==> src/sv/lpf_pkg.sv <==
// shared types, constants and helpers for the three-axis low-pass unit
`timescale 1ns / 1ps

package lpf_pkg;

   // axis and field widths
   localparam int AXIS_COUNT = 3;
   localparam int AXIS_IDX_W = (AXIS_COUNT > 1) ? $clog2(AXIS_COUNT) : 1;
   localparam int RATE_W     = 32;
   localparam int CUTOFF_W   = 19;
   localparam int STEP_W     = 20;
   localparam int STATUS_W   = 2;

   // shared multiply-accumulate unit
   localparam int MAC_A_W    = 20;
   localparam int MAC_B_W    = 30;
   localparam int MAC_PROD_W = MAC_A_W + MAC_B_W;
   localparam int ACC_W      = 64;
   localparam int HI_SHIFT   = 20;

   // coefficient division
   localparam int ALPHA_BITS = 30;
   localparam int NUM_W      = 58;
   localparam int DEN_W      = 59;
   localparam int REM_W      = 60;
   localparam int DIV_CNT_W  = $clog2(ALPHA_BITS);

   // blend widths
   localparam int DIFF_W     = RATE_W + 1;
   localparam int P_W        = CUTOFF_W + STEP_W;

   // constants
   localparam logic [CUTOFF_W-1:0] CUTOFF_MAX     = 19'd500000;
   localparam logic [CUTOFF_W-1:0] TWO_PI_Q16     = 19'd411775;
   localparam logic [DEN_W-1:0]    NANO_SCALE_Q16 = 59'd65536000000000;
   localparam logic [ACC_W-1:0]    ROUND_INIT     = 64'd1 << (ALPHA_BITS - 1);

   // response status codes
   localparam logic [STATUS_W-1:0] STATUS_OK        = 2'd0;
   localparam logic [STATUS_W-1:0] STATUS_NO_CUTOFF = 2'd1;
   localparam logic [STATUS_W-1:0] STATUS_ZERO_STEP = 2'd2;

   // request command codes
   localparam logic CMD_FILTER = 1'b0;
   localparam logic CMD_RESET  = 1'b1;

   // sequencer states
   typedef enum logic [3:0] {
      S_IDLE,
      S_DECIDE,
      S_PROD,
      S_NUM_LO,
      S_NUM_HI,
      S_DIV_START,
      S_DIV_WAIT,
      S_DIFF,
      S_MUL_LO,
      S_MUL_HI,
      S_UPDATE,
      S_DONE
   } state_type;

   // control of the shared multiply-accumulate unit
   typedef struct packed {
      logic en;
      logic clear;
      logic round;
      logic shift_hi;
   } mac_ctl_type;

   // divider status toward the sequencer
   typedef struct packed {
      logic busy;
      logic done;
   } div_stat_type;

   // a cutoff register value that enables filtering
   function automatic logic cutoff_valid(input logic [CUTOFF_W-1:0] value);
      return (value != '0) && (value <= CUTOFF_MAX);
   endfunction

endpackage

==> src/sv/lpf_if.sv <==
// channel interfaces for request, response and control register write
`timescale 1ns / 1ps

interface lpf_req_if;
   logic                                    valid;
   logic                                    ready;
   logic                                    cmd;
   logic signed [lpf_pkg::RATE_W-1:0]       rate_x;
   logic signed [lpf_pkg::RATE_W-1:0]       rate_y;
   logic signed [lpf_pkg::RATE_W-1:0]       rate_z;
   logic        [lpf_pkg::STEP_W-1:0]       step_us;

   modport source (output valid, cmd, rate_x, rate_y, rate_z, step_us, input ready);
   modport sink   (input valid, cmd, rate_x, rate_y, rate_z, step_us, output ready);
endinterface

interface lpf_rsp_if;
   logic                                    valid;
   logic                                    ready;
   logic        [lpf_pkg::STATUS_W-1:0]     status;
   logic signed [lpf_pkg::RATE_W-1:0]       filtered_x;
   logic signed [lpf_pkg::RATE_W-1:0]       filtered_y;
   logic signed [lpf_pkg::RATE_W-1:0]       filtered_z;

   modport source (output valid, status, filtered_x, filtered_y, filtered_z, input ready);
   modport sink   (input valid, status, filtered_x, filtered_y, filtered_z, output ready);
endinterface

interface lpf_csr_if;
   logic                                    valid;
   logic                                    ready;
   logic        [lpf_pkg::CUTOFF_W-1:0]     data;

   modport source (output valid, data, input ready);
   modport sink   (input valid, data, output ready);
endinterface

==> src/sv/lpf_mac.sv <==
// shared multiply-accumulate unit used by every product of the filter
`timescale 1ns / 1ps

module lpf_mac (
   input  logic                          clock,
   input  lpf_pkg::mac_ctl_type          ctl,
   input  logic [lpf_pkg::MAC_A_W-1:0]   op_a,
   input  logic [lpf_pkg::MAC_B_W-1:0]   op_b,
   output logic [lpf_pkg::ACC_W-1:0]     acc
);

   logic [lpf_pkg::ACC_W-1:0]      acc_ff;
   logic [lpf_pkg::ACC_W-1:0]      acc_in;
   logic [lpf_pkg::MAC_PROD_W-1:0] prod;
   logic [lpf_pkg::ACC_W-1:0]      prod_ext;
   logic [lpf_pkg::ACC_W-1:0]      base;

   // one partial product, optionally weighted by the high split
   always_comb begin
      prod     = op_a * op_b;
      prod_ext = {{(lpf_pkg::ACC_W - lpf_pkg::MAC_PROD_W){1'b0}}, prod};
      if (ctl.shift_hi) begin
         prod_ext = prod_ext << lpf_pkg::HI_SHIFT;
      end
      if (ctl.clear) begin
         base = ctl.round ? lpf_pkg::ROUND_INIT : '0;
      end else begin
         base = acc_ff;
      end
      acc_in = ctl.en ? (base + prod_ext) : acc_ff;
   end

   always_ff @(posedge clock) begin
      acc_ff <= acc_in;
   end

   assign acc = acc_ff;

endmodule

==> src/sv/lpf_divider.sv <==
// restoring divider, one quotient bit per cycle, for the blend coefficient
`timescale 1ns / 1ps

module lpf_divider (
   input  logic                            clock,
   input  logic                            reset,
   input  logic                            start,
   input  logic [lpf_pkg::NUM_W-1:0]       num,
   output logic [lpf_pkg::ALPHA_BITS-1:0]  alpha,
   output lpf_pkg::div_stat_type           stat
);

   logic [lpf_pkg::REM_W-1:0]      rem_ff, rem_in;
   logic [lpf_pkg::DEN_W-1:0]      den_ff, den_in;
   logic [lpf_pkg::ALPHA_BITS-1:0] quo_ff, quo_in;
   logic [lpf_pkg::DIV_CNT_W-1:0]  cnt_ff, cnt_in;
   logic                           busy_ff, busy_in;
   logic                           done_ff, done_in;
   logic [lpf_pkg::REM_W-1:0]      rem_shift;
   logic [lpf_pkg::REM_W-1:0]      den_ext;
   logic                           take;

   // load on start, then one compare and subtract per cycle
   always_comb begin
      rem_in    = rem_ff;
      den_in    = den_ff;
      quo_in    = quo_ff;
      cnt_in    = cnt_ff;
      busy_in   = busy_ff;
      done_in   = 1'b0;
      rem_shift = {rem_ff[lpf_pkg::REM_W-2:0], 1'b0};
      den_ext   = {1'b0, den_ff};
      take      = (rem_shift >= den_ext);
      if (start) begin
         rem_in  = {2'b00, num};
         den_in  = lpf_pkg::NANO_SCALE_Q16 + {1'b0, num};
         quo_in  = '0;
         cnt_in  = '0;
         busy_in = 1'b1;
      end else if (busy_ff) begin
         rem_in = take ? (rem_shift - den_ext) : rem_shift;
         quo_in = {quo_ff[lpf_pkg::ALPHA_BITS-2:0], take};
         cnt_in = cnt_ff + 1'b1;
         if (cnt_ff == lpf_pkg::DIV_CNT_W'(lpf_pkg::ALPHA_BITS - 1)) begin
            busy_in = 1'b0;
            done_in = 1'b1;
         end
      end
   end

   always_ff @(posedge clock) begin
      if (reset) begin
         busy_ff <= 1'b0;
         done_ff <= 1'b0;
         cnt_ff  <= '0;
      end else begin
         busy_ff <= busy_in;
         done_ff <= done_in;
         cnt_ff  <= cnt_in;
      end
      rem_ff <= rem_in;
      den_ff <= den_in;
      quo_ff <= quo_in;
   end

   assign alpha     = quo_ff;
   assign stat.busy = busy_ff;
   assign stat.done = done_ff;

endmodule

==> src/sv/three_axis_first_order_lowpass_unit.sv <==
// top level: sequencer, axis state and response register of the low-pass unit
`timescale 1ns / 1ps

// Three-axis first-order low-pass for gyro rates (signed Q16.16).
// req_bus carries one transaction per sample: cmd (filter or reset state),
// rate_x/y/z and step_us. rsp_bus returns exactly one transaction per
// request: status and filtered_x/y/z. csr_bus writes the cutoff in mHz;
// a valid cutoff (1..500000) also clears the axis outputs and seed flag.
// Rejected, reset and seeding requests pass from the decide state to the
// done state, which loads the response register. A filtered sample runs
// one decide state, 3 multiply passes for the coefficient numerator, a
// divider start state, a wait while the one-bit-per-cycle divider forms 30
// quotient bits and flags done, 4 states per axis on the shared 20x30 MAC
// and the done state that loads the response register. A new request is
// taken only after the previous one has loaded its response; req ready is
// low while a request is in work.
// The response sits in its own output register, so the next request is
// taken while an earlier response waits; the block holds at the end of that
// next request until the receiver takes the pending response.
// Reset (synchronous, active high) clears the cutoff to unconfigured, the
// outputs to zero and the seed flag; no response is pending afterwards.
module three_axis_first_order_lowpass_unit (
   input  logic         clock,
   input  logic         reset,
   lpf_req_if.sink      req_bus,
   lpf_rsp_if.source    rsp_bus,
   lpf_csr_if.sink      csr_bus
);

   localparam int AXES = lpf_pkg::AXIS_COUNT;
   localparam int IW   = lpf_pkg::AXIS_IDX_W;
   localparam int RW   = lpf_pkg::RATE_W;
   localparam int DW   = lpf_pkg::DIFF_W;

   lpf_pkg::state_type state_ff, state_in;

   logic [lpf_pkg::CUTOFF_W-1:0] cutoff_ff, cutoff_in;
   logic                         seeded_ff, seeded_in;
   logic [RW-1:0]                y_ff [AXES];
   logic [RW-1:0]                y_in [AXES];

   // captured request
   logic                         cmd_ff, cmd_in;
   logic [RW-1:0]                rate_ff [AXES];
   logic [RW-1:0]                rate_in [AXES];
   logic [lpf_pkg::STEP_W-1:0]   step_ff, step_in;

   // per-request working registers
   logic [lpf_pkg::STATUS_W-1:0] status_ff, status_in;
   logic                         show_ff, show_in;
   logic [IW-1:0]                idx_ff, idx_in;
   logic [lpf_pkg::P_W-1:lpf_pkg::HI_SHIFT] p_hi_ff, p_hi_in;
   logic [DW-1:0]                mag_ff, mag_in;
   logic                         neg_ff, neg_in;

   // response register
   logic                         rsp_valid_ff, rsp_valid_in;
   logic [lpf_pkg::STATUS_W-1:0] out_status_ff, out_status_in;
   logic [RW-1:0]                out_val_ff [AXES];
   logic [RW-1:0]                out_val_in [AXES];

   // shared unit connections
   lpf_pkg::mac_ctl_type          mac_ctl;
   logic [lpf_pkg::MAC_A_W-1:0]   mac_a;
   logic [lpf_pkg::MAC_B_W-1:0]   mac_b;
   logic [lpf_pkg::ACC_W-1:0]     acc;
   logic                          div_start;
   logic [lpf_pkg::ALPHA_BITS-1:0] alpha;
   lpf_pkg::div_stat_type         div_stat;

   // scratch
   logic [DW-1:0]                 diff;
   logic [DW-1:0]                 y_ext;
   logic [DW-1:0]                 delta;
   logic [DW-1:0]                 y_sum;
   logic                          req_take;
   logic                          csr_take;
   logic                          out_free;

   lpf_mac u_mac (
      .clock (clock),
      .ctl   (mac_ctl),
      .op_a  (mac_a),
      .op_b  (mac_b),
      .acc   (acc)
   );

   lpf_divider u_divider (
      .clock (clock),
      .reset (reset),
      .start (div_start),
      .num   (acc[lpf_pkg::NUM_W-1:0]),
      .alpha (alpha),
      .stat  (div_stat)
   );

   assign req_bus.ready = (state_ff == lpf_pkg::S_IDLE);
   assign csr_bus.ready = 1'b1;
   assign req_take      = req_bus.valid && req_bus.ready;
   assign csr_take      = csr_bus.valid && csr_bus.ready;
   assign out_free      = !rsp_valid_ff || rsp_bus.ready;

   // sequencer: next state, datapath control and register next values
   always_comb begin
      state_in      = state_ff;
      cutoff_in     = cutoff_ff;
      seeded_in     = seeded_ff;
      y_in          = y_ff;
      cmd_in        = cmd_ff;
      rate_in       = rate_ff;
      step_in       = step_ff;
      status_in     = status_ff;
      show_in       = show_ff;
      idx_in        = idx_ff;
      p_hi_in       = p_hi_ff;
      mag_in        = mag_ff;
      neg_in        = neg_ff;
      rsp_valid_in  = rsp_valid_ff;
      out_status_in = out_status_ff;
      out_val_in    = out_val_ff;
      mac_ctl       = '0;
      mac_a         = '0;
      mac_b         = '0;
      div_start     = 1'b0;

      y_ext = {y_ff[idx_ff][RW-1], y_ff[idx_ff]};
      diff  = {rate_ff[idx_ff][RW-1], rate_ff[idx_ff]} - y_ext;
      delta = acc[lpf_pkg::ALPHA_BITS+DW-1:lpf_pkg::ALPHA_BITS];
      y_sum = neg_ff ? (y_ext - delta) : (y_ext + delta);

      // response taken by the receiver
      if (rsp_valid_ff && rsp_bus.ready) begin
         rsp_valid_in = 1'b0;
      end

      case (state_ff)
         lpf_pkg::S_IDLE: begin
            if (req_take) begin
               cmd_in     = req_bus.cmd;
               rate_in[0] = req_bus.rate_x;
               rate_in[1] = req_bus.rate_y;
               rate_in[2] = req_bus.rate_z;
               step_in    = req_bus.step_us;
               state_in   = lpf_pkg::S_DECIDE;
            end
         end
         lpf_pkg::S_DECIDE: begin
            status_in = lpf_pkg::STATUS_OK;
            show_in   = 1'b0;
            idx_in    = '0;
            state_in  = lpf_pkg::S_DONE;
            if (!lpf_pkg::cutoff_valid(cutoff_ff)) begin
               status_in = lpf_pkg::STATUS_NO_CUTOFF;
            end else if (cmd_ff == lpf_pkg::CMD_RESET) begin
               for (int i = 0; i < AXES; i++) begin
                  y_in[i] = '0;
               end
               seeded_in = 1'b0;
            end else if (!seeded_ff) begin
               y_in      = rate_ff;
               seeded_in = 1'b1;
               show_in   = 1'b1;
            end else if (step_ff == '0) begin
               status_in = lpf_pkg::STATUS_ZERO_STEP;
            end else begin
               show_in  = 1'b1;
               state_in = lpf_pkg::S_PROD;
            end
         end
         // cutoff times step
         lpf_pkg::S_PROD: begin
            mac_ctl  = '{en: 1'b1, clear: 1'b1, round: 1'b0, shift_hi: 1'b0};
            mac_a    = step_ff;
            mac_b    = {{(lpf_pkg::MAC_B_W - lpf_pkg::CUTOFF_W){1'b0}}, cutoff_ff};
            state_in = lpf_pkg::S_NUM_LO;
         end
         // numerator, low split of the product
         lpf_pkg::S_NUM_LO: begin
            p_hi_in  = acc[lpf_pkg::P_W-1:lpf_pkg::HI_SHIFT];
            mac_ctl  = '{en: 1'b1, clear: 1'b1, round: 1'b0, shift_hi: 1'b0};
            mac_a    = acc[lpf_pkg::HI_SHIFT-1:0];
            mac_b    = {{(lpf_pkg::MAC_B_W - lpf_pkg::CUTOFF_W){1'b0}}, lpf_pkg::TWO_PI_Q16};
            state_in = lpf_pkg::S_NUM_HI;
         end
         // numerator, high split of the product
         lpf_pkg::S_NUM_HI: begin
            mac_ctl  = '{en: 1'b1, clear: 1'b0, round: 1'b0, shift_hi: 1'b1};
            mac_a    = {{(lpf_pkg::MAC_A_W - (lpf_pkg::P_W - lpf_pkg::HI_SHIFT)){1'b0}},
                        p_hi_ff};
            mac_b    = {{(lpf_pkg::MAC_B_W - lpf_pkg::CUTOFF_W){1'b0}}, lpf_pkg::TWO_PI_Q16};
            state_in = lpf_pkg::S_DIV_START;
         end
         lpf_pkg::S_DIV_START: begin
            div_start = 1'b1;
            state_in  = lpf_pkg::S_DIV_WAIT;
         end
         lpf_pkg::S_DIV_WAIT: begin
            if (div_stat.done) begin
               state_in = lpf_pkg::S_DIFF;
            end
         end
         // difference toward the input, as sign and magnitude
         lpf_pkg::S_DIFF: begin
            neg_in   = diff[DW-1];
            mag_in   = diff[DW-1] ? (~diff + 1'b1) : diff;
            state_in = lpf_pkg::S_MUL_LO;
         end
         lpf_pkg::S_MUL_LO: begin
            mac_ctl  = '{en: 1'b1, clear: 1'b1, round: 1'b1, shift_hi: 1'b0};
            mac_a    = mag_ff[lpf_pkg::HI_SHIFT-1:0];
            mac_b    = alpha;
            state_in = lpf_pkg::S_MUL_HI;
         end
         lpf_pkg::S_MUL_HI: begin
            mac_ctl  = '{en: 1'b1, clear: 1'b0, round: 1'b0, shift_hi: 1'b1};
            mac_a    = {{(lpf_pkg::MAC_A_W - (DW - lpf_pkg::HI_SHIFT)){1'b0}},
                        mag_ff[DW-1:lpf_pkg::HI_SHIFT]};
            mac_b    = alpha;
            state_in = lpf_pkg::S_UPDATE;
         end
         // rounded step toward the input, next axis
         lpf_pkg::S_UPDATE: begin
            y_in[idx_ff] = y_sum[RW-1:0];
            if (idx_ff == IW'(AXES - 1)) begin
               state_in = lpf_pkg::S_DONE;
            end else begin
               idx_in   = idx_ff + 1'b1;
               state_in = lpf_pkg::S_DIFF;
            end
         end
         // load the response register once it is free
         lpf_pkg::S_DONE: begin
            if (out_free) begin
               rsp_valid_in  = 1'b1;
               out_status_in = status_ff;
               for (int i = 0; i < AXES; i++) begin
                  out_val_in[i] = show_ff ? y_ff[i] : '0;
               end
               state_in = lpf_pkg::S_IDLE;
            end
         end
         default: begin
            state_in = lpf_pkg::S_IDLE;
         end
      endcase

      // cutoff write: the user must issue it only while no transaction is in work; the block does not enforce it
      if (csr_take) begin
         cutoff_in = csr_bus.data;
         if (lpf_pkg::cutoff_valid(csr_bus.data)) begin
            for (int i = 0; i < AXES; i++) begin
               y_in[i] = '0;
            end
            seeded_in = 1'b0;
         end
      end
   end

   always_ff @(posedge clock) begin
      if (reset) begin
         state_ff     <= lpf_pkg::S_IDLE;
         cutoff_ff    <= '0;
         seeded_ff    <= 1'b0;
         rsp_valid_ff <= 1'b0;
         for (int i = 0; i < AXES; i++) begin
            y_ff[i] <= '0;
         end
      end else begin
         state_ff     <= state_in;
         cutoff_ff    <= cutoff_in;
         seeded_ff    <= seeded_in;
         rsp_valid_ff <= rsp_valid_in;
         y_ff         <= y_in;
      end
      cmd_ff        <= cmd_in;
      rate_ff       <= rate_in;
      step_ff       <= step_in;
      status_ff     <= status_in;
      show_ff       <= show_in;
      idx_ff        <= idx_in;
      p_hi_ff       <= p_hi_in;
      mag_ff        <= mag_in;
      neg_ff        <= neg_in;
      out_status_ff <= out_status_in;
      out_val_ff    <= out_val_in;
   end

   // response channel
   assign rsp_bus.valid      = rsp_valid_ff;
   assign rsp_bus.status     = out_status_ff;
   assign rsp_bus.filtered_x = out_val_ff[0];
   assign rsp_bus.filtered_y = out_val_ff[1];
   assign rsp_bus.filtered_z = out_val_ff[2];

endmodule

==> src/flat_wrapper.sv <==
// flat-port wrapper written by rule: the top's interface ports become plain ports
module three_axis_first_order_lowpass_unit_flat 
  (clock, reset, req_bus_valid, req_bus_cmd, req_bus_rate_x, req_bus_rate_y, req_bus_rate_z, req_bus_step_us, req_bus_ready, rsp_bus_valid, rsp_bus_status, rsp_bus_filtered_x, rsp_bus_filtered_y, rsp_bus_filtered_z, rsp_bus_ready, csr_bus_valid, csr_bus_data, csr_bus_ready);
  lpf_req_if req_bus_i ();
  lpf_rsp_if rsp_bus_i ();
  lpf_csr_if csr_bus_i ();
  input  logic clock;
  input  logic reset;
  input wire logic [$bits(req_bus_i.valid)-1:0] req_bus_valid;
  input wire logic [$bits(req_bus_i.cmd)-1:0] req_bus_cmd;
  input wire logic [$bits(req_bus_i.rate_x)-1:0] req_bus_rate_x;
  input wire logic [$bits(req_bus_i.rate_y)-1:0] req_bus_rate_y;
  input wire logic [$bits(req_bus_i.rate_z)-1:0] req_bus_rate_z;
  input wire logic [$bits(req_bus_i.step_us)-1:0] req_bus_step_us;
  output wire logic [$bits(req_bus_i.ready)-1:0] req_bus_ready;
  output wire logic [$bits(rsp_bus_i.valid)-1:0] rsp_bus_valid;
  output wire logic [$bits(rsp_bus_i.status)-1:0] rsp_bus_status;
  output wire logic [$bits(rsp_bus_i.filtered_x)-1:0] rsp_bus_filtered_x;
  output wire logic [$bits(rsp_bus_i.filtered_y)-1:0] rsp_bus_filtered_y;
  output wire logic [$bits(rsp_bus_i.filtered_z)-1:0] rsp_bus_filtered_z;
  input wire logic [$bits(rsp_bus_i.ready)-1:0] rsp_bus_ready;
  input wire logic [$bits(csr_bus_i.valid)-1:0] csr_bus_valid;
  input wire logic [$bits(csr_bus_i.data)-1:0] csr_bus_data;
  output wire logic [$bits(csr_bus_i.ready)-1:0] csr_bus_ready;
  assign req_bus_i.valid = req_bus_valid;
  assign req_bus_i.cmd = req_bus_cmd;
  assign req_bus_i.rate_x = req_bus_rate_x;
  assign req_bus_i.rate_y = req_bus_rate_y;
  assign req_bus_i.rate_z = req_bus_rate_z;
  assign req_bus_i.step_us = req_bus_step_us;
  assign req_bus_ready = req_bus_i.ready;
  assign rsp_bus_valid = rsp_bus_i.valid;
  assign rsp_bus_status = rsp_bus_i.status;
  assign rsp_bus_filtered_x = rsp_bus_i.filtered_x;
  assign rsp_bus_filtered_y = rsp_bus_i.filtered_y;
  assign rsp_bus_filtered_z = rsp_bus_i.filtered_z;
  assign rsp_bus_i.ready = rsp_bus_ready;
  assign csr_bus_i.valid = csr_bus_valid;
  assign csr_bus_i.data = csr_bus_data;
  assign csr_bus_ready = csr_bus_i.ready;
  three_axis_first_order_lowpass_unit u_core (.clock(clock), .reset(reset), .req_bus(req_bus_i), .rsp_bus(rsp_bus_i), .csr_bus(csr_bus_i));
endmodule
==> config.mk <==
export PLATFORM = sky130hd
export DESIGN_NAME = three_axis_first_order_lowpass_unit_flat
export DESIGN_NICKNAME = d
export VERILOG_FILES = /design/src/sv/lpf_pkg.sv /design/src/sv/lpf_if.sv /design/src/sv/lpf_mac.sv /design/src/sv/lpf_divider.sv /design/src/sv/three_axis_first_order_lowpass_unit.sv /design/src/flat_wrapper.sv
export SDC_FILE = /design/constraint.sdc
export NUM_CORES = 2
export LEC_CHECK = 0
export BUFFER_PORTS_ARGS = -buffer_cell sky130_fd_sc_hd__buf_2
export CORE_MARGIN = 2
export CORE_UTILIZATION = 55
export CTS_CLUSTER_DIAMETER = 100
export DETAILED_ROUTE_END_ITERATION = 7
export PLACE_DENSITY = 0.82
export SYNTH_ARGS = -nofsm -noshare
export SYNTH_HDL_FRONTEND = slang
export SYNTH_SLANG_ARGS = --single-unit
==> constraint.sdc <==
create_clock -name clock -period 10.75 [get_ports clock]
set_input_delay 0 -clock clock [delete_from_list [all_inputs] [get_ports clock]]
set_output_delay 0 -clock clock [all_outputs]
set_load 0.05 [all_outputs]
# --- After elaboration in Yosys (flattened, before gate mapping) ---
# Cells that the tools add are included.
totals:
  wordCells: 149
  out_inout_bits: 101
  input_bits: 141
  ff_bits: 613
classes:
  magnitude_cmp: 5
  n_reduce_logical: 25
  bitwise_logic: 5
  addsub: 9
  n_eq_ne: 17
  mul: 1
  mux: 55
op_table:
  columns: ["operator", "n"]
  rows:
  - ["two-way mux 96 bit", 5]
  - ["two-way mux 32 bit", 7]
  - ["one-hot mux 96 bit (2 select lines)", 1]
  - ["binary-select mux 32 bit (select 2 bit)", 2]
  - ["two-way mux 64 bit", 2]
  - ["two-way mux 58 bit", 2]
  - ["one-hot mux 20 bit (5 select lines)", 1]
  - ["bitwise mux 96 bit", 1]
  - ["one-hot mux 30 bit (3 select lines)", 1]
  - ["adder 64 bit", 1]
  - ["demux 32 bit (select 2 bit)", 1]
  - ["greater-or-equal comparator 60 x 59 -> 1 bit", 1]
  - ["adder 46 x 58 -> 59 bit (first input constant)", 1]
  - ["two-way mux 59 bit", 1]
  - ["subtractor 59 bit", 1]
  - ["multiplier 20 x 30 -> 50 bit", 1]
  - ["one-hot mux 4 bit (12 select lines)", 1]
  - ["<= comparator 19 bit (second input constant)", 2]
  - ["nonzero test 19 bit", 2]
  - ["adder 33 x 1 -> 33 bit (second input constant)", 1]
  - ["inverter 33 bit", 1]
  - ["subtractor 32 x 32 -> 33 bit", 1]
  - ["adder 32 bit", 1]
  - ["two-way mux 4 bit", 8]
  - ["30 further kinds", 71]

# --- Logic depth before layout (Yosys ltp) ---
logic_depth:
  ltp_word: 10
  mapped_depth: 46
  ltp_nobuf: 43

# --- Modules after synthesis ---
# A second synthesis with hierarchy kept.
unflattened:
  hier_cells: 6324
  hier_area_um2: 58268.4
by_module_without_submodules:
  columns: ["mod", "n_inst", "area_each_um2", "seq_area_each_um2", "cells_each"]
  rows:
  - ["lpf_mac", 1, 26250.2, 1921.8, 3063]
  - ["three_axis_first_order_lowpass_unit", 1, 21499.4, 10620.2, 2131]
  - ["lpf_divider", 1, 10518.8, 4274.1, 1130]

# --- Worst setup path after synthesis ---
# Ideal clock, no wire load.
synth_timing:
  kind: "reg2reg"
  from: "reg u_core.state_ff[2]"
  to: "reg u_core.u_mac.acc_ff (netlist bit u_core.u_mac.acc[60]), data pin"
  period_less_slack_ns: 11.067
  t_required_ns: 10.487
  path_stages_with_launch: 47
  path_slack_ns: -0.317
  arrival_time_ns: 10.804
  path_buffers: 3
  path_cell_list: "dfxtp_1 or2_2 clkbuf_1 nor2_1 clkbuf_1 nand2_1 nand4_1 clkbuf_1 nand2_1 fa_1 inv_1 fa_1 inv_1 fa_1 inv_1 fa_1 inv_1 fa_1 (+11 left out) a21o_1 a21o_1 a21o_1 a21oi_1 xor2_1 o21ai_0 ha_1 a21o_1 a21o_1 a211oi_1 o21ai_0 a211o_1 o21ai_1 a21oi_1 o41ai_1 nand2b_1 a311oi_1 xnor2_1"
synth_via:
  elab_chain_len: 6
synth_lines:
  columns: ["element", "line", "rtl"]
  rows:
  - ["start, declared", "three_axis_first_order_lowpass_unit.sv:35", "lpf_pkg::state_type state_ff, state_in;"]
  - ["start signal, assigned", "three_axis_first_order_lowpass_unit.sv:261", "state_ff <= lpf_pkg::S_IDLE;"]
  - ["start signal, assigned", "three_axis_first_order_lowpass_unit.sv:269", "state_ff <= state_in;"]
  - ["== test 4 bit (tied with other cells)", "three_axis_first_order_lowpass_unit.sv:136", "case (state_ff)"]
  - ["OR reduction 2 bit (no line)", null, null]
  - ["one-hot mux 30 bit (3 select lines) or one-hot mux 4 bit (3 select lines) (tied branches)", "three_axis_first_order_lowpass_unit.sv:136", null]
  - ["multiplier 20 x 30 -> 50 bit or two-way mux 30 bit (tied branches)", "lpf_mac.sv:20, lpf_mac.sv:26", null]
  - ["two-way mux 64 bit, on equally long branches", "lpf_mac.sv:22, lpf_mac.sv:25", null]
  - ["adder 64 bit *", "lpf_mac.sv:30", "acc_in = ctl.en ? (base + prod_ext) : acc_ff;"]
  - ["end signal, assigned", "lpf_mac.sv:34", "acc_ff <= acc_in;"]
  - ["end, declared", "lpf_mac.sv:12", "logic [lpf_pkg::ACC_W-1:0] acc_ff;"]
# Mark *: on every way between the ends. The rest lies on a longest branch, timed or not.
# A chain may end at the register's enable or synchronous reset.

# --- Worst setup path after layout ---
layout_timing:
  from: "reg u_core.state_ff[2]"
  to: "reg u_core.u_mac.acc_ff (netlist bit u_core.u_mac.acc[58]), data pin"
# Same word-level chain as after synthesis.

==> qor.txt <==
LOGIC SYNTHESIS
------------------------------------------------------------------------------------------
Complex-gate fraction of the synthesized area                                       14.87%
Library cell with the highest instance count after synthesis                         inv_1
Cell taking the most area after synthesis                                         edfxtp_1
Seq cells post-synth                                                                   611
Number of synthesized flops with an enable pin                                         452
Share of synthesized cell area in and, or, nand and nor gates                       16.62%
Count of distinct cell types in the synthesized netlist                                 93
Combinational family with the most area after synthesis                        adder cells
Netlist area before placement                                                 0.05820 sq mm
Share of synthesized area occupied by flip-flops and latches                        28.79%
Multiplexer fraction of the synthesized cell area                                   2.823%
Largest cells by area after synthesis                                         edfxtp_1, fa_1, ha_1
Ys Warns                                                                                 0
Top FF cell, synth                                                                edfxtp_1
Mapped Cells                                                                          6568
Parity-gate share of the synthesized area counting xor and xnor cells               4.530%
Most used standard cells in the synthesized netlist                           inv_1, nand2_1, nor2_1, fa_1, edfxtp_1
Share of synthesized cell area in full adder, half adder and majority cells         24.88%
Synthesized net count                                                                 7564
Area share of the leading cell type in the synthesized netlist                      23.32%
Syn_area_per_cell                                                              8.861 sq um
Share of synthesized flip-flops with an asynchronous set or reset                       0%

STA
------------------------------------------------------------------------------------------
Setup repair after global routing missed its margin                                   true
Share of the clock period used by the worst path after layout                       97.84%
Final setup violation count                                                              0
Fin. max-slew vios                                                                       0
Final Hold Viols                                                                         0
Worst relative slew slack                                                           19.40%
Post-route worst hold slack                                                       41.73 ps
Post-route clock skew                                                             39.67 ps
Minimum clock period                                                              10520 ps
Least-Margin Pin Slew                                                              1205 ps
Setup total negative slack                                                            0 ps
Fmax                                                                             95.08 MHz

FINAL LAYOUT
------------------------------------------------------------------------------------------
Number of standard cells in the layout, taps in and fillers out                       8553
Layout cell share with drive strength beyond 1                                      12.68%
Area occupied by registers                                                    0.01676 sq mm
Area of combinational cells with multiple inputs                              0.03754 sq mm
Layout filler cell count                                                              8435
Fin nets                                                                              8102
Area delta synth->final                                                             16.27%

PLACE
------------------------------------------------------------------------------------------
Placed Cells incl. Taps                                                               8224
Placer Congestion                                                                    1.034
PortBufs                                                                               240
Post-DP HPWL                                                                      155.3 mm

PWR
------------------------------------------------------------------------------------------
Cell Pwr Density                                                              273.4 mW/mm^2
Total power of the final layout                                                  0.01850 W
VDD IR-drop max                                                                  0.2611 mV
Reported leakage power                                                            30.41 nW

SETUP PATH
------------------------------------------------------------------------------------------
Delay of the slowest cell on the worst path                                         590 ps
Most numerous cell on the critical path                                               fa_1
Required time of the critical path                                                11140 ps
Critical path's slowest cell                                                          fa_1
Nature of the critical path endpoint                                             flip-flop
Category of the worst setup path launch point                                    flip-flop
Arrival time of data at the critical path endpoint                                10910 ps
Worst Path Max Fanout                                                                   14
Crit Path Class                                                               flip-flop to flip-flop

FLOORPLAN
------------------------------------------------------------------------------------------
Row Count                                                                              119
Floorplan core area                                                           0.1051 sq mm
Full die area                                                                 0.1084 sq mm
Count of boundary I/O pins                                                             242
Vertical extent of the die                                                        329.3 um
Die W                                                                             329.3 um
Effective utilization at floorplan                                                  55.37%

FLOW RUN
------------------------------------------------------------------------------------------
Max-cap check violation count                                                            0

ROUTING
------------------------------------------------------------------------------------------
Remaining routing DRC violations                                                         7
Wire per inst                                                                     24.15 um
Total via count in the routed design                                                 53041
Post-route antenna net violation count                                                   0
Post-DR vias/cell                                                                    6.201
Post-Route WL                                                                     206.6 mm
Count of routing violations after the opening detailed-route iteration                7298
First-pass iteration count of the detailed router                                        8

CLOCK TREE
------------------------------------------------------------------------------------------
Clock Sink Count                                                                       611
CTS tree                                                                             built
Clock tree root buffer cell                                                      clkbuf_16
H-tree Lvls                                                                              3
Number of clock buffers inserted by TritonCTS                                           69
CTS clk-pin slew, worst paths                                                        70 ps
Number of buffers on the longest clock path                                              3
Skew-Pair Late Insertion Delay                                                      660 ps

GLOBAL ROUTE
------------------------------------------------------------------------------------------
Via count of the first global-routing pass                                           52057
Global route overflow                                                                    0
Global-route total usage across every layer                                         37.56%
Number of antenna violations at the first check in global routing                        5
Pin count of the biggest net entering global routing                                    97
Global-route wire length before repair                                            310.6 mm

OUTCOME
------------------------------------------------------------------------------------------
Result of the run                                                             finished with violations
Violations in the final reports                                                        DRC

MIN PATH
------------------------------------------------------------------------------------------
Type of the worst min-delay path                                              input port to flip-flop

[flip-flops by register name (all words and copies together) (netlist names), 2 cells and up]
signal                     cells
u_core.rate_ff                96
u_core.y_ff                   96
u_core.u_mac.acc              62
u_core.u_divider.den_ff       59
u_core.u_divider.rem_ff       59
u_core.mag_ff                 33
u_core.rsp_bus.filtered_x     32
u_core.rsp_bus.filtered_y     32
u_core.rsp_bus.filtered_z     32
u_core.u_divider.alpha        30
u_core.step_ff                20
u_core.cutoff_ff              19
u_core.p_hi_ff                19
u_core.u_divider.cnt_ff        5
u_core.state_ff                4
u_core.idx_ff                  2
u_core.rsp_bus.status          2
u_core.status_ff               2
[critical path, delay by kind of cell, from the launching register on]
family                     cells  cell delay, ps
AOI/OAI and AO/OA             13            3070
xor gates and xnor gates       1             100
adders and majority gates      9            4370
buffers and inverters          6             790
DFF                            1             440
and+or+nand+nor                9            1450
[layout make-up]
cell class	count	area share (%)
Multi-Input combinational cell	4805	55.47
Sequential cell	611	24.77
Timing Repair Buffer	840	9.474
Inverter	779	4.323
Clock buffer	81	2.633
Tap cell	1391	2.572
Clock inverter	45	0.7581
Antenna cell	1	0.003698
[timing repair]
item	4_1_cts	5_1_grt
endpoints found under the setup margin	9	28
pin swaps	1	21
buffers inserted	0	24
resized for setup	12	94
endpoints found under the hold margin	142	0
gates cloned	0	1
hold buffers	177	0
[metal layers]
metal	part of all wire (%)	vias up	global-route usage, %	wire length [um]
li1	-	23171	-	-
met1	37	25537	49.08	77440
met2	45	3578	58.82	91970
met3	13	751	10.24	26270
met4	5.3	4	16.16	10860
met5	0.012	-	0	24
[worst paths after layout]
path | start | to | slack (ps) | depth (start not counted)
worst max-delay path | u_core.state_ff[2] | u_core.u_mac.acc[58] | 230 | 38
worst min-delay path | req_bus_rate_z[19] | u_core.rate_ff[19] | 40 | 2
worst max register to register | u_core.state_ff[2] | u_core.u_mac.acc[58] | 230 | 38
worst min register to register | u_core.status_ff[0] | u_core.rsp_bus.status[0] | 440 | 0
[placed cells by master (no fill, tap or decap), types with 32 or more instances in the layout]
cell,instances
a211oi_1,39
ha_1,349
a22oi_1,58
buf_4,396
a31oi_1,47
dlygate4sd3_1,177
nand2b_1,50
and2_1,141
edfxtp_1,452
fa_1,503
and3_1,40
nand3_1,59
nor2_1,686
nand2_1,742
inv_1,776
buf_2,240
nor3b_1,44
mux2i_1,154
nor2b_1,95
xor2_1,113
nor3_1,65
o21bai_1,32
nand4_1,72
xnor2_1,182
a21o_1,183
o21ai_0,276
clkbuf_16,70
a21oi_1,405
o21a_1,32
dfxtp_1,156
[where the power goes]
| part | switching [W] | internal [W] |
|---|---|---|
| registers | 0.000640 | 0.00346 |
| clock network | 0.00108 | 0.00138 |
| logic | 0.00748 | 0.00446 |
| total | 0.00920 | 0.00930 |
[cells by family (layout without fill, tap and decap cells)]
family | Yosys count | in the layout
simple gates | 2120 | 2120
flops | 611 | 611
buf+inv | 1152 | 1745
xor+xnor | 301 | 301
compound gates | 1365 | 1365
other cells | 1 | 2
fa+ha+maj | 855 | 855
mux | 163 | 163
[metrics by stage]
stage               utilization [%]  setup slack (ps)  cell area, sq um
global route                  64.38            -66.60             67670
CTS                           63.83             2.426             67100
detailed placement            59.92            -188.1             62990
finish                        64.38             232.1             67670
floorplan                         -             38.10             58210
global placement              59.92            -61.99             62990
Note: power is estimated with default switching activity, not from simulation.
